`src/hdl/periodic_deadline_scheduler_top_defines.svh`:
```
// Assertion macros used by the scheduler engine.
`ifndef PERIODIC_DEADLINE_SCHEDULER_TOP_DEFINES_SVH
`define PERIODIC_DEADLINE_SCHEDULER_TOP_DEFINES_SVH
`ifndef SYNTHESIS
`define PDS_ASSERT_IMP(label, clk, rst_n, ante, cons, msg) \
    label: assert property (@(posedge clk) disable iff (!rst_n) (ante) |-> (cons)) \
        else $error(msg);
`define PDS_ASSERT_NXT(label, clk, rst_n, ante, cons, msg) \
    label: assert property (@(posedge clk) disable iff (!rst_n) (ante) |=> (cons)) \
        else $error(msg);
`else
`define PDS_ASSERT_IMP(label, clk, rst_n, ante, cons, msg)
`define PDS_ASSERT_NXT(label, clk, rst_n, ante, cons, msg)
`endif
`endif

```
`src/hdl/pds_pkg.sv`:
```
// Shared types and constants of the periodic deadline scheduler.
package pds_pkg;
    localparam int unsigned SLOTS_DEF = 16;
    localparam int unsigned MAX_FIRES = 16;

    localparam logic [1:0] REQ_ADD   = 2'd0;
    localparam logic [1:0] REQ_TICK  = 2'd1;
    localparam logic [1:0] REQ_CMPL  = 2'd2;
    localparam logic [1:0] REQ_CLEAR = 2'd3;

    localparam logic [2:0] ST_ADDED   = 3'd0;
    localparam logic [2:0] ST_FIRED   = 3'd1;
    localparam logic [2:0] ST_ACK     = 3'd2;
    localparam logic [2:0] ST_FULL    = 3'd3;
    localparam logic [2:0] ST_TICKEND = 3'd4;
    localparam logic [2:0] ST_CLEARED = 3'd5;
    localparam logic [2:0] ST_REFUSED = 3'd6;

    typedef struct packed {
        logic [1:0]  req_type;
        logic [15:0] interval;
        logic [15:0] task_id;
    } t_req;

    typedef struct packed {
        logic [2:0]  status;
        logic [15:0] result_id;
        logic        hit;
        logic        last;
    } t_res;

    typedef enum logic [1:0] {
        S_IDLE,
        S_SCAN,
        S_ACT,
        S_END
    } t_state;
endpackage

```
`src/hdl/pds_fifo.sv`:
```
// Small register queue between the scheduler stages.
module pds_fifo #(
    parameter int unsigned WIDTH = 8,
    parameter int unsigned DEPTH = 2
) (
    input  logic             i_clk,
    input  logic             i_rst_n,
    input  logic             i_push,
    input  logic [WIDTH-1:0] i_data,
    output logic             o_full,
    input  logic             i_pop,
    output logic [WIDTH-1:0] o_data,
    output logic             o_empty
);
    localparam int unsigned AW = (DEPTH > 1) ? $clog2(DEPTH) : 1;

    logic [WIDTH-1:0] r_mem [DEPTH];
    logic [AW-1:0]    r_wp, r_rp, n_wp, n_rp;
    logic [AW:0]      r_cnt, n_cnt;
    logic             w_do_push, w_do_pop;

    assign o_full    = (r_cnt == (AW+1)'(DEPTH));
    assign o_empty   = (r_cnt == '0);
    assign w_do_push = i_push && !o_full;
    assign w_do_pop  = i_pop && !o_empty;
    assign o_data    = r_mem[r_rp];

    always_comb begin
        n_wp = r_wp;
        n_rp = r_rp;
        if (w_do_push) begin
            n_wp = (r_wp == AW'(DEPTH-1)) ? '0 : r_wp + 1'b1;
        end
        if (w_do_pop) begin
            n_rp = (r_rp == AW'(DEPTH-1)) ? '0 : r_rp + 1'b1;
        end
        n_cnt = r_cnt + (AW+1)'(w_do_push) - (AW+1)'(w_do_pop);
    end

    always_ff @(posedge i_clk) begin
        if (!i_rst_n) begin
            r_wp  <= '0;
            r_rp  <= '0;
            r_cnt <= '0;
        end else begin
            r_wp  <= n_wp;
            r_rp  <= n_rp;
            r_cnt <= n_cnt;
        end
        if (w_do_push) begin
            r_mem[r_wp] <= i_data;
        end
    end
endmodule

```
`src/hdl/pds_engine.sv`:
```
// Back part: keeps the slot table and carries out one request at a time.
module pds_engine #(
    parameter int unsigned SLOTS = pds_pkg::SLOTS_DEF
) (
    input  logic          i_clk,
    input  logic          i_rst_n,
    input  logic          i_enable,
    input  logic          i_req_valid,
    input  pds_pkg::t_req i_req,
    output logic          o_req_pop,
    output logic          o_res_push,
    output pds_pkg::t_res o_res,
    input  logic          i_res_full
);
    import pds_pkg::*;
    `include "periodic_deadline_scheduler_top_defines.svh"

    localparam int unsigned SW = (SLOTS > 1) ? $clog2(SLOTS) : 1;
    localparam int unsigned FW = $clog2(MAX_FIRES + 1);

    logic [SLOTS-1:0] r_valid, r_active, r_done;
    logic [15:0]      r_ident [SLOTS];
    logic [15:0]      r_period [SLOTS];
    logic [31:0]      r_dl [SLOTS];
    logic [31:0]      r_time;
    logic [15:0]      r_idc;
    t_state           r_state, n_state;
    logic [SW:0]      r_idx;
    logic             r_bvalid;
    logic [SW-1:0]    r_best;
    logic [31:0]      r_bage;
    logic [15:0]      r_bid;
    logic [FW-1:0]    r_nfire;

    // Combinational helpers.
    logic [SW-1:0]    w_cur;
    logic [31:0]      w_age;
    logic             w_cand, w_better;
    logic             w_has_free;
    logic [SW-1:0]    w_free;
    logic [SLOTS-1:0] w_match;
    logic             w_imm;
    t_res             w_imm_res;
    logic [15:0]      w_ivl;

    assign w_cur = r_idx[SW-1:0];
    assign w_age = r_time - r_dl[w_cur];
    assign w_cand = r_valid[w_cur] && !r_done[w_cur] && !w_age[31];
    assign w_better = !r_bvalid || (w_age > r_bage)
        || (w_age == r_bage && r_ident[w_cur] < r_bid);
    assign w_ivl = (i_req.interval == '0) ? 16'd1 : i_req.interval;

    always_comb begin
        w_has_free = 1'b0;
        w_free = '0;
        for (int s = SLOTS - 1; s >= 0; s--) begin
            if (!r_valid[s]) begin
                w_has_free = 1'b1;
                w_free = SW'(s);
            end
        end
        for (int s = 0; s < SLOTS; s++) begin
            w_match[s] = r_valid[s] && (r_ident[s] == i_req.task_id);
        end
    end

    // Requests other than a tick are carried out directly in the idle state, once the result queue has room.
    assign w_imm = (r_state == S_IDLE) && i_req_valid && (i_req.req_type != REQ_TICK);

    always_comb begin
        w_imm_res = '0;
        w_imm_res.last = 1'b1;
        case (i_req.req_type)
            REQ_ADD: begin
                if (w_has_free) begin
                    w_imm_res.status = ST_ADDED;
                    w_imm_res.result_id = r_idc + 16'd1;
                end else begin
                    w_imm_res.status = ST_FULL;
                end
            end
            REQ_CMPL: begin
                w_imm_res.status = ST_ACK;
                w_imm_res.result_id = i_req.task_id;
                w_imm_res.hit = |w_match;
            end
            REQ_CLEAR: begin
                w_imm_res.status = i_enable ? ST_REFUSED : ST_CLEARED;
            end
            default: begin
                w_imm_res.status = ST_TICKEND;
            end
        endcase
    end

    always_comb begin
        n_state = r_state;
        case (r_state)
            S_IDLE: begin
                if (i_req_valid && i_req.req_type == REQ_TICK) begin
                    n_state = i_enable ? S_SCAN : S_END;
                end
            end
            S_SCAN: begin
                if (r_idx == (SW+1)'(SLOTS - 1)) begin
                    n_state = S_ACT;
                end
            end
            S_ACT: begin
                if (!r_bvalid) begin
                    n_state = S_END;
                end else if (r_active[r_best]) begin
                    if (r_nfire == FW'(MAX_FIRES)) begin
                        n_state = S_END;
                    end else if (!i_res_full) begin
                        n_state = S_SCAN;
                    end
                end else begin
                    n_state = S_SCAN;
                end
            end
            S_END: begin
                if (!i_res_full) begin
                    n_state = S_IDLE;
                end
            end
            default: n_state = S_IDLE;
        endcase
    end

    always_comb begin
        o_req_pop = 1'b0;
        o_res_push = 1'b0;
        o_res = '0;
        case (r_state)
            S_IDLE: begin
                if (w_imm && !i_res_full) begin
                    o_req_pop = 1'b1;
                    o_res_push = 1'b1;
                    o_res = w_imm_res;
                end
            end
            S_ACT: begin
                if (r_bvalid && r_active[r_best] && r_nfire != FW'(MAX_FIRES)) begin
                    o_res_push = !i_res_full;
                    o_res.status = ST_FIRED;
                    o_res.result_id = r_bid;
                end
            end
            S_END: begin
                o_res_push = !i_res_full;
                o_req_pop = !i_res_full;
                o_res.status = ST_TICKEND;
                o_res.last = 1'b1;
            end
            default: ;
        endcase
    end

    always_ff @(posedge i_clk) begin
        if (!i_rst_n) begin
            r_state  <= S_IDLE;
            r_valid  <= '0;
            r_active <= '0;
            r_done   <= '0;
            r_time   <= '0;
            r_idc    <= '0;
            r_idx    <= '0;
            r_bvalid <= 1'b0;
            r_nfire  <= '0;
        end else begin
            r_state <= n_state;
            case (r_state)
                S_IDLE: begin
                    r_idx    <= '0;
                    r_bvalid <= 1'b0;
                    r_done   <= '0;
                    r_nfire  <= '0;
                    if (i_req_valid && i_req.req_type == REQ_TICK) begin
                        r_time <= r_time + 32'd1;
                    end
                    if (w_imm && !i_res_full) begin
                        case (i_req.req_type)
                            REQ_ADD: begin
                                if (w_has_free) begin
                                    r_idc <= r_idc + 16'd1;
                                    r_valid[w_free]  <= 1'b1;
                                    r_active[w_free] <= 1'b1;
                                end
                            end
                            REQ_CMPL: r_active <= r_active & ~w_match;
                            REQ_CLEAR: begin
                                if (!i_enable) begin
                                    r_valid  <= '0;
                                    r_active <= '0;
                                    r_idc    <= '0;
                                end
                            end
                            default: ;
                        endcase
                    end
                end
                S_SCAN: begin
                    r_idx <= r_idx + 1'b1;
                    if (w_cand && w_better) begin
                        r_bvalid <= 1'b1;
                        r_best   <= w_cur;
                        r_bage   <= w_age;
                        r_bid    <= r_ident[w_cur];
                    end
                end
                S_ACT: begin
                    r_idx    <= '0;
                    r_bvalid <= 1'b0;
                    if (r_bvalid && !r_active[r_best]) begin
                        r_valid[r_best] <= 1'b0;
                    end else if (r_bvalid && r_nfire != FW'(MAX_FIRES) && !i_res_full) begin
                        r_done[r_best] <= 1'b1;
                        r_nfire <= r_nfire + 1'b1;
                    end else begin
                        r_bvalid <= r_bvalid;
                    end
                end
                default: ;
            endcase
        end
    end

    // Slot payload needs no reset.
    always_ff @(posedge i_clk) begin
        if (w_imm && !i_res_full && i_req.req_type == REQ_ADD && w_has_free) begin
            r_ident[w_free]  <= r_idc + 16'd1;
            r_period[w_free] <= w_ivl;
            r_dl[w_free]     <= r_time + {16'd0, w_ivl};
        end
        if (r_state == S_ACT && r_bvalid && r_active[r_best]
                && r_nfire != FW'(MAX_FIRES) && !i_res_full) begin
            r_dl[r_best] <= r_time + {16'd0, r_period[r_best]};
        end
    end

    `PDS_ASSERT_IMP(a_push_room, i_clk, i_rst_n, o_res_push, !i_res_full, "push into full queue")
    `PDS_ASSERT_IMP(a_pop_last, i_clk, i_rst_n, o_req_pop, o_res_push && o_res.last, "request retired without last result")
    `PDS_ASSERT_IMP(a_fire_cap, i_clk, i_rst_n, r_state != S_IDLE, r_nfire <= FW'(MAX_FIRES), "fire count above cap")
    `PDS_ASSERT_NXT(a_tick_time, i_clk, i_rst_n, r_state == S_IDLE && i_req_valid && i_req.req_type == REQ_TICK, r_time == $past(r_time) + 32'd1, "time did not advance")
endmodule

```
`src/hdl/periodic_deadline_scheduler_top.sv`:
```
// Top level of the periodic deadline scheduler.
//  channel  | handshake              | payload
//  request  | push / full            | i_req_type, i_interval, i_task_id
//  result   | empty / pop            | o_status, o_result_id, o_hit, o_last
//  config   | i_enable_we            | i_enable_data
// Add, complete and clear are carried out by the engine directly from idle. A
// tick starts, runs a deadline scan over all slots for each entry that it
// fires or retires plus one final scan while enabled, and then gives its end
// result; while disabled it goes straight to its end result. Reset is synchronous
// and leaves the table empty. Requests wait in a two-entry queue; results in a
// four-entry queue, whose fill stalls the engine.
module periodic_deadline_scheduler_top #(
    parameter int unsigned SLOTS = pds_pkg::SLOTS_DEF
) (
    input  logic        i_clk,
    input  logic        i_rst_n,
    input  logic        push,
    output logic        full,
    input  logic [1:0]  i_req_type,
    input  logic [15:0] i_interval,
    input  logic [15:0] i_task_id,
    output logic        empty,
    input  logic        pop,
    output logic [2:0]  o_status,
    output logic [15:0] o_result_id,
    output logic        o_hit,
    output logic        o_last,
    input  logic        i_enable_we,
    input  logic        i_enable_data
);
    import pds_pkg::*;

    logic r_enable;
    t_req w_in_req, w_q_req;
    t_res w_res_in, w_res_out;
    logic w_q_empty, w_q_pop, w_res_push, w_res_full;

    always_ff @(posedge i_clk) begin
        if (!i_rst_n) begin
            r_enable <= 1'b0;
        end else if (i_enable_we) begin
            r_enable <= i_enable_data;
        end
    end

    assign w_in_req = '{req_type: i_req_type, interval: i_interval, task_id: i_task_id};

    pds_fifo #(.WIDTH($bits(t_req)), .DEPTH(2)) u_req_q (
        .i_clk(i_clk), .i_rst_n(i_rst_n),
        .i_push(push), .i_data(w_in_req), .o_full(full),
        .i_pop(w_q_pop), .o_data(w_q_req), .o_empty(w_q_empty)
    );

    pds_engine #(.SLOTS(SLOTS)) u_engine (
        .i_clk(i_clk), .i_rst_n(i_rst_n), .i_enable(r_enable),
        .i_req_valid(!w_q_empty), .i_req(w_q_req), .o_req_pop(w_q_pop),
        .o_res_push(w_res_push), .o_res(w_res_in), .i_res_full(w_res_full)
    );

    pds_fifo #(.WIDTH($bits(t_res)), .DEPTH(4)) u_res_q (
        .i_clk(i_clk), .i_rst_n(i_rst_n),
        .i_push(w_res_push), .i_data(w_res_in), .o_full(w_res_full),
        .i_pop(pop), .o_data(w_res_out), .o_empty(empty)
    );

    assign o_status    = w_res_out.status;
    assign o_result_id = w_res_out.result_id;
    assign o_hit       = w_res_out.hit;
    assign o_last      = w_res_out.last;
endmodule
```
`config.mk`:
```
export PLATFORM = sky130hd
export DESIGN_NAME = periodic_deadline_scheduler_top
export DESIGN_NICKNAME = d
export VERILOG_FILES = /design/src/hdl/pds_pkg.sv /design/src/hdl/pds_fifo.sv /design/src/hdl/pds_engine.sv /design/src/hdl/periodic_deadline_scheduler_top.sv
export VERILOG_INCLUDE_DIRS = /design/src /design/src/hdl
export SDC_FILE = /design/constraint.sdc
export NUM_CORES = 2
export LEC_CHECK = 0
export ABC_AREA = 1
export BUFFER_PORTS_ARGS = -buffer_cell sky130_fd_sc_hd__buf_2
export CORE_ASPECT_RATIO = 1.5
export CORE_MARGIN = 5
export CORE_UTILIZATION = 45
export CTS_CLUSTER_DIAMETER = 150
export DETAILED_ROUTE_END_ITERATION = 6
export SLEW_MARGIN = 10
export SYNTH_ARGS = -nofsm -noshare
export SYNTH_HDL_FRONTEND = slang
export SYNTH_SLANG_ARGS = --single-unit
```
`constraint.sdc`:
```
create_clock -name i_clk -period 11.87 [get_ports i_clk]
set_clock_uncertainty 0.15 [all_clocks]
set_input_delay 1.187 -clock i_clk [delete_from_list [all_inputs] [get_ports i_clk]]
set_output_delay 1.187 -clock i_clk [all_outputs]
set_load 0.02 [all_outputs]
```
==> key figures <==
Synthesis
  • Synthesized area per cell: 10.9 um2
  • Yosys reg bits: 1,360
  • Synth cell types: 67
  • Ys Warns: 0
  • Ys flop type: edfxtp_1
  • Yosys top cell area share: 60.0%
  • Sequential-to-total area share from yosys stat: 64.3%
  • Leading area contributor after synthesis: edfxtp_1
  • Synth top area cells: edfxtp_1 60%, nand2_1 4.8%, o21ai_0 4.6%, dfxtp_1 4.3%, nor2_1 3.5%
  • Post-Synthesis Cells: 5,616
  • Mapped Area: 61,400 um2
  • Post-synth EDFFs: 1,228
  • Syn_nets: 5,776
  • Async SR Flop Fraction: 0%

Floorplan
  • Die area: 144,000 um2
  • Num rows: 166
  • Die Y: 463 um
  • CORE AREA: 136,000 um2
  • Initial Util: 45.2%
  • Die X-Extent: 312 um
  • Number of top-level pins: 63

Global route
  • GR Overflow Total: 0
  • Initial antenna violation count: 18
  • Vias in the first global route: 43,500
  • Largest net degree at the start of global routing: 135
  • GRT Total Usage: 26.9%
  • First-pass GRT wire length: 289,000 um

Critical path
  • CP max-delay cell: buf_4
  • Arr. time, crit path: 8.41 ns
  • Worst-path maximum fanout: 134
  • Setup CP Type: flop to flop
  • CP dominant cell by count: nand2_1
  • Crit path launch type: flop
  • Buffers & Inverters on Critical Path: 5
  • Endpoint class of the critical path: flop
  • CP delay by family, top: buffers and inverters
  • WP data required: 12.11 ns
  • Worst path max stage delay: 0.86 ns

Placement
  • Dpl hpwl: 125,000 um
  • Placed insts: 7,247
  • Pre-CTS setup slack: 3.83 ns
  • IO buf count: 62
  • Placed inst area: 63,800 um2
  • Routability cong.: 0.955

Drt
  • DRT iter0 DRCs: 4,742
  • Via Count: 45,300
  • Via density: 6.04
  • Avg WL per Cell: 26.8 um
  • Initial DRT Pass Iterations: 6
  • Final ANT Viol Nets: 0
  • Routed wire length: 201,000 um
  • Drt drc: 0

Timing
  • Relative slew slack: 14.0%
  • Worst Max-Slew Pin Slew: 1.29 ns
  • PnR worst setup slack: 3.70 ns
  • Max-slew violation count: 0
  • Fin crit period: 8.17 ns
  • FMAX: 122 MHz
  • Final setup vio count: 0
  • Final hold viol count: 0
  • RSZ-0062 raised after global routing: false
  • Final Cycle Share: 68.8%
  • Setup TNS: 0 ns

Clock network
  • Post-CTS setup buffers: 0
  • H-Tree Depth: 4
  • CTS buffer count: 130
  • Clk_lat worst skew: 0.80 ns
  • Clk root buf: clkbuf_16
  • Resized cells post-CTS: 0
  • Post-CTS Hold Fix Bufs: 0
  • CTS tree: done
  • Clock sink total: 1,360
  • Worst-path clk slew: 0.06 ns
  • Clk buf depth: 3

Cells and area
  • Layout Utilization: 50.0%
  • P&R area growth vs syn: 10.8%
  • Layout cell share with drive strength beyond 1: 8.23%
  • Final Cell Area: 68,100 um2
  • Layout Cells excl Fill: 7,488
  • NumNets Final: 5,775

Run
  • Max-cap violations: 0

Pwr
  • Pwr dens: 196 nW/um2
  • Max VDD drop: 0.172 mV
  • P_leak: 23.9 nW

Outcome
  • Status: finished clean

Worst hold path
  • Hold Crit Class: flop to flop
==> area by class of cell <==
type	instances	area (um2)
Antenna cell	3	7.51
Clock buffer	155	3380
Clock inverter	83	860
Fill cell	11900	68000
Inverter	450	1700
Multi-Input combinational cell	3505	19300
Sequential cell	1360	39500
Tap cell	1764	2210
Timing Repair Buffer	168	1110
==> synth_stat cells (25+ instances only) <==
| library cell | number |
|---|---|
| clkbuf_1 | 220 |
| dfxtp_1 | 132 |
| nand2_1 | 787 |
| o21ai_0 | 564 |
| buf_2 | 37 |
| nor4_1 | 25 |
| nor3_1 | 65 |
| inv_1 | 434 |
| nor2_1 | 572 |
| nand4_1 | 44 |
| ha_1 | 117 |
| o211ai_1 | 65 |
| a31oi_1 | 42 |
| xnor2_1 | 35 |
| nand3_1 | 208 |
| xor2_1 | 135 |
| o221ai_1 | 107 |
| buf_1 | 32 |
| edfxtp_1 | 1228 |
| a21oi_1 | 355 |
| a22oi_1 | 44 |
| o22ai_1 | 158 |
==> path summary, 6_finish.rpt <==
kind,startpoint,to,slack [ns],cells past startpoint
worst max-delay path,flop,u_engine.r_bage[13],3.70,26
worst min-delay path,u_engine.r_done[15],u_engine.r_done[15],0.31,2
worst max register to register,flop,u_engine.r_bage[13],3.70,26
worst min register to register,u_engine.r_done[15],u_engine.r_done[15],0.31,2
==> flip-flops by register name, indices dropped and copies added, names as in the netlist, 5 cells and up, named ones only <==
name               cells
u_res_q.r_mem         84
u_engine.r_active     16
u_engine.r_ident     256
u_req_q.r_mem         68
u_engine.r_dl        512
u_engine.r_period    256
u_engine.r_nfire       5
u_engine.r_idx         5
u_engine.r_idc        16
u_engine.r_bid        16
u_engine.r_done       16
u_engine.r_time       32
u_engine.r_valid      16
u_engine.r_bage       32
==> routing by layer <==
metal  up-vias  global-route usage (%)  wire, um
li1      20300                       -         -
met1     22300                    32.2     74000
met2      2083                    46.6     99800
met3       582                    4.38     14700
met4         4                    14.4     12300
met5         -                       0        14
==> metrics by stage <==
step / total power, W / hold slack [ns]
4_1_cts: 0.0134 / 0.314
3_3_place_gp: 0.00916 / 0.294
5_1_grt: 0.0139 / 0.336
3_5_place_dp: 0.00921 / 0.304
6_report: 0.0134 / 0.309
2_1_floorplan: 0.00799 / 0.256
==> worst min-delay path, stage by stage (launching register included) <==
cell and delay, ns:
dfxtp_1 0.29, inv_1 0.06, a21oi_1 0.06
==> layout by cell type, fill, tap and decap left out, drive strengths merged, types with 107 or more instances in the layout <==
cell / Yosys / final
edfxtp: 1228 / 1228
nand2: 799 / 799
o21ai: 579 / 579
nor2: 577 / 577
inv: 448 / 457
a21oi: 355 / 355
nand3: 213 / 213
buf: 81 / 168
o22ai: 158 / 158
clkbuf: 220 / 155
xor2: 135 / 135
dfxtp: 132 / 132
ha: 117 / 117
o221ai: 107 / 107
==> cell families after synthesis <==
kind of cell / Yosys count / synth area share [%]
AO/OA/AOI/OAI: 1466 / 14.1
XOR/XNOR: 170 / 2.42
buffers and inverters: 751 / 4.75
flip-flops: 1360 / 64.3
AND/OR/NAND/NOR: 1749 / 11.9
adder cells (fa/ha/maj): 120 / 2.48
==> report_power, final <==
group,total (W),internal (W),leakage (nW),switching (W)
combinational,0.00341,0.000865,9.80,0.00254
sequential,0.00577,0.00563,12.1,0.000135
clock,0.00419,0.00231,2.04,0.00189
(Power assumes the default switching activity.)
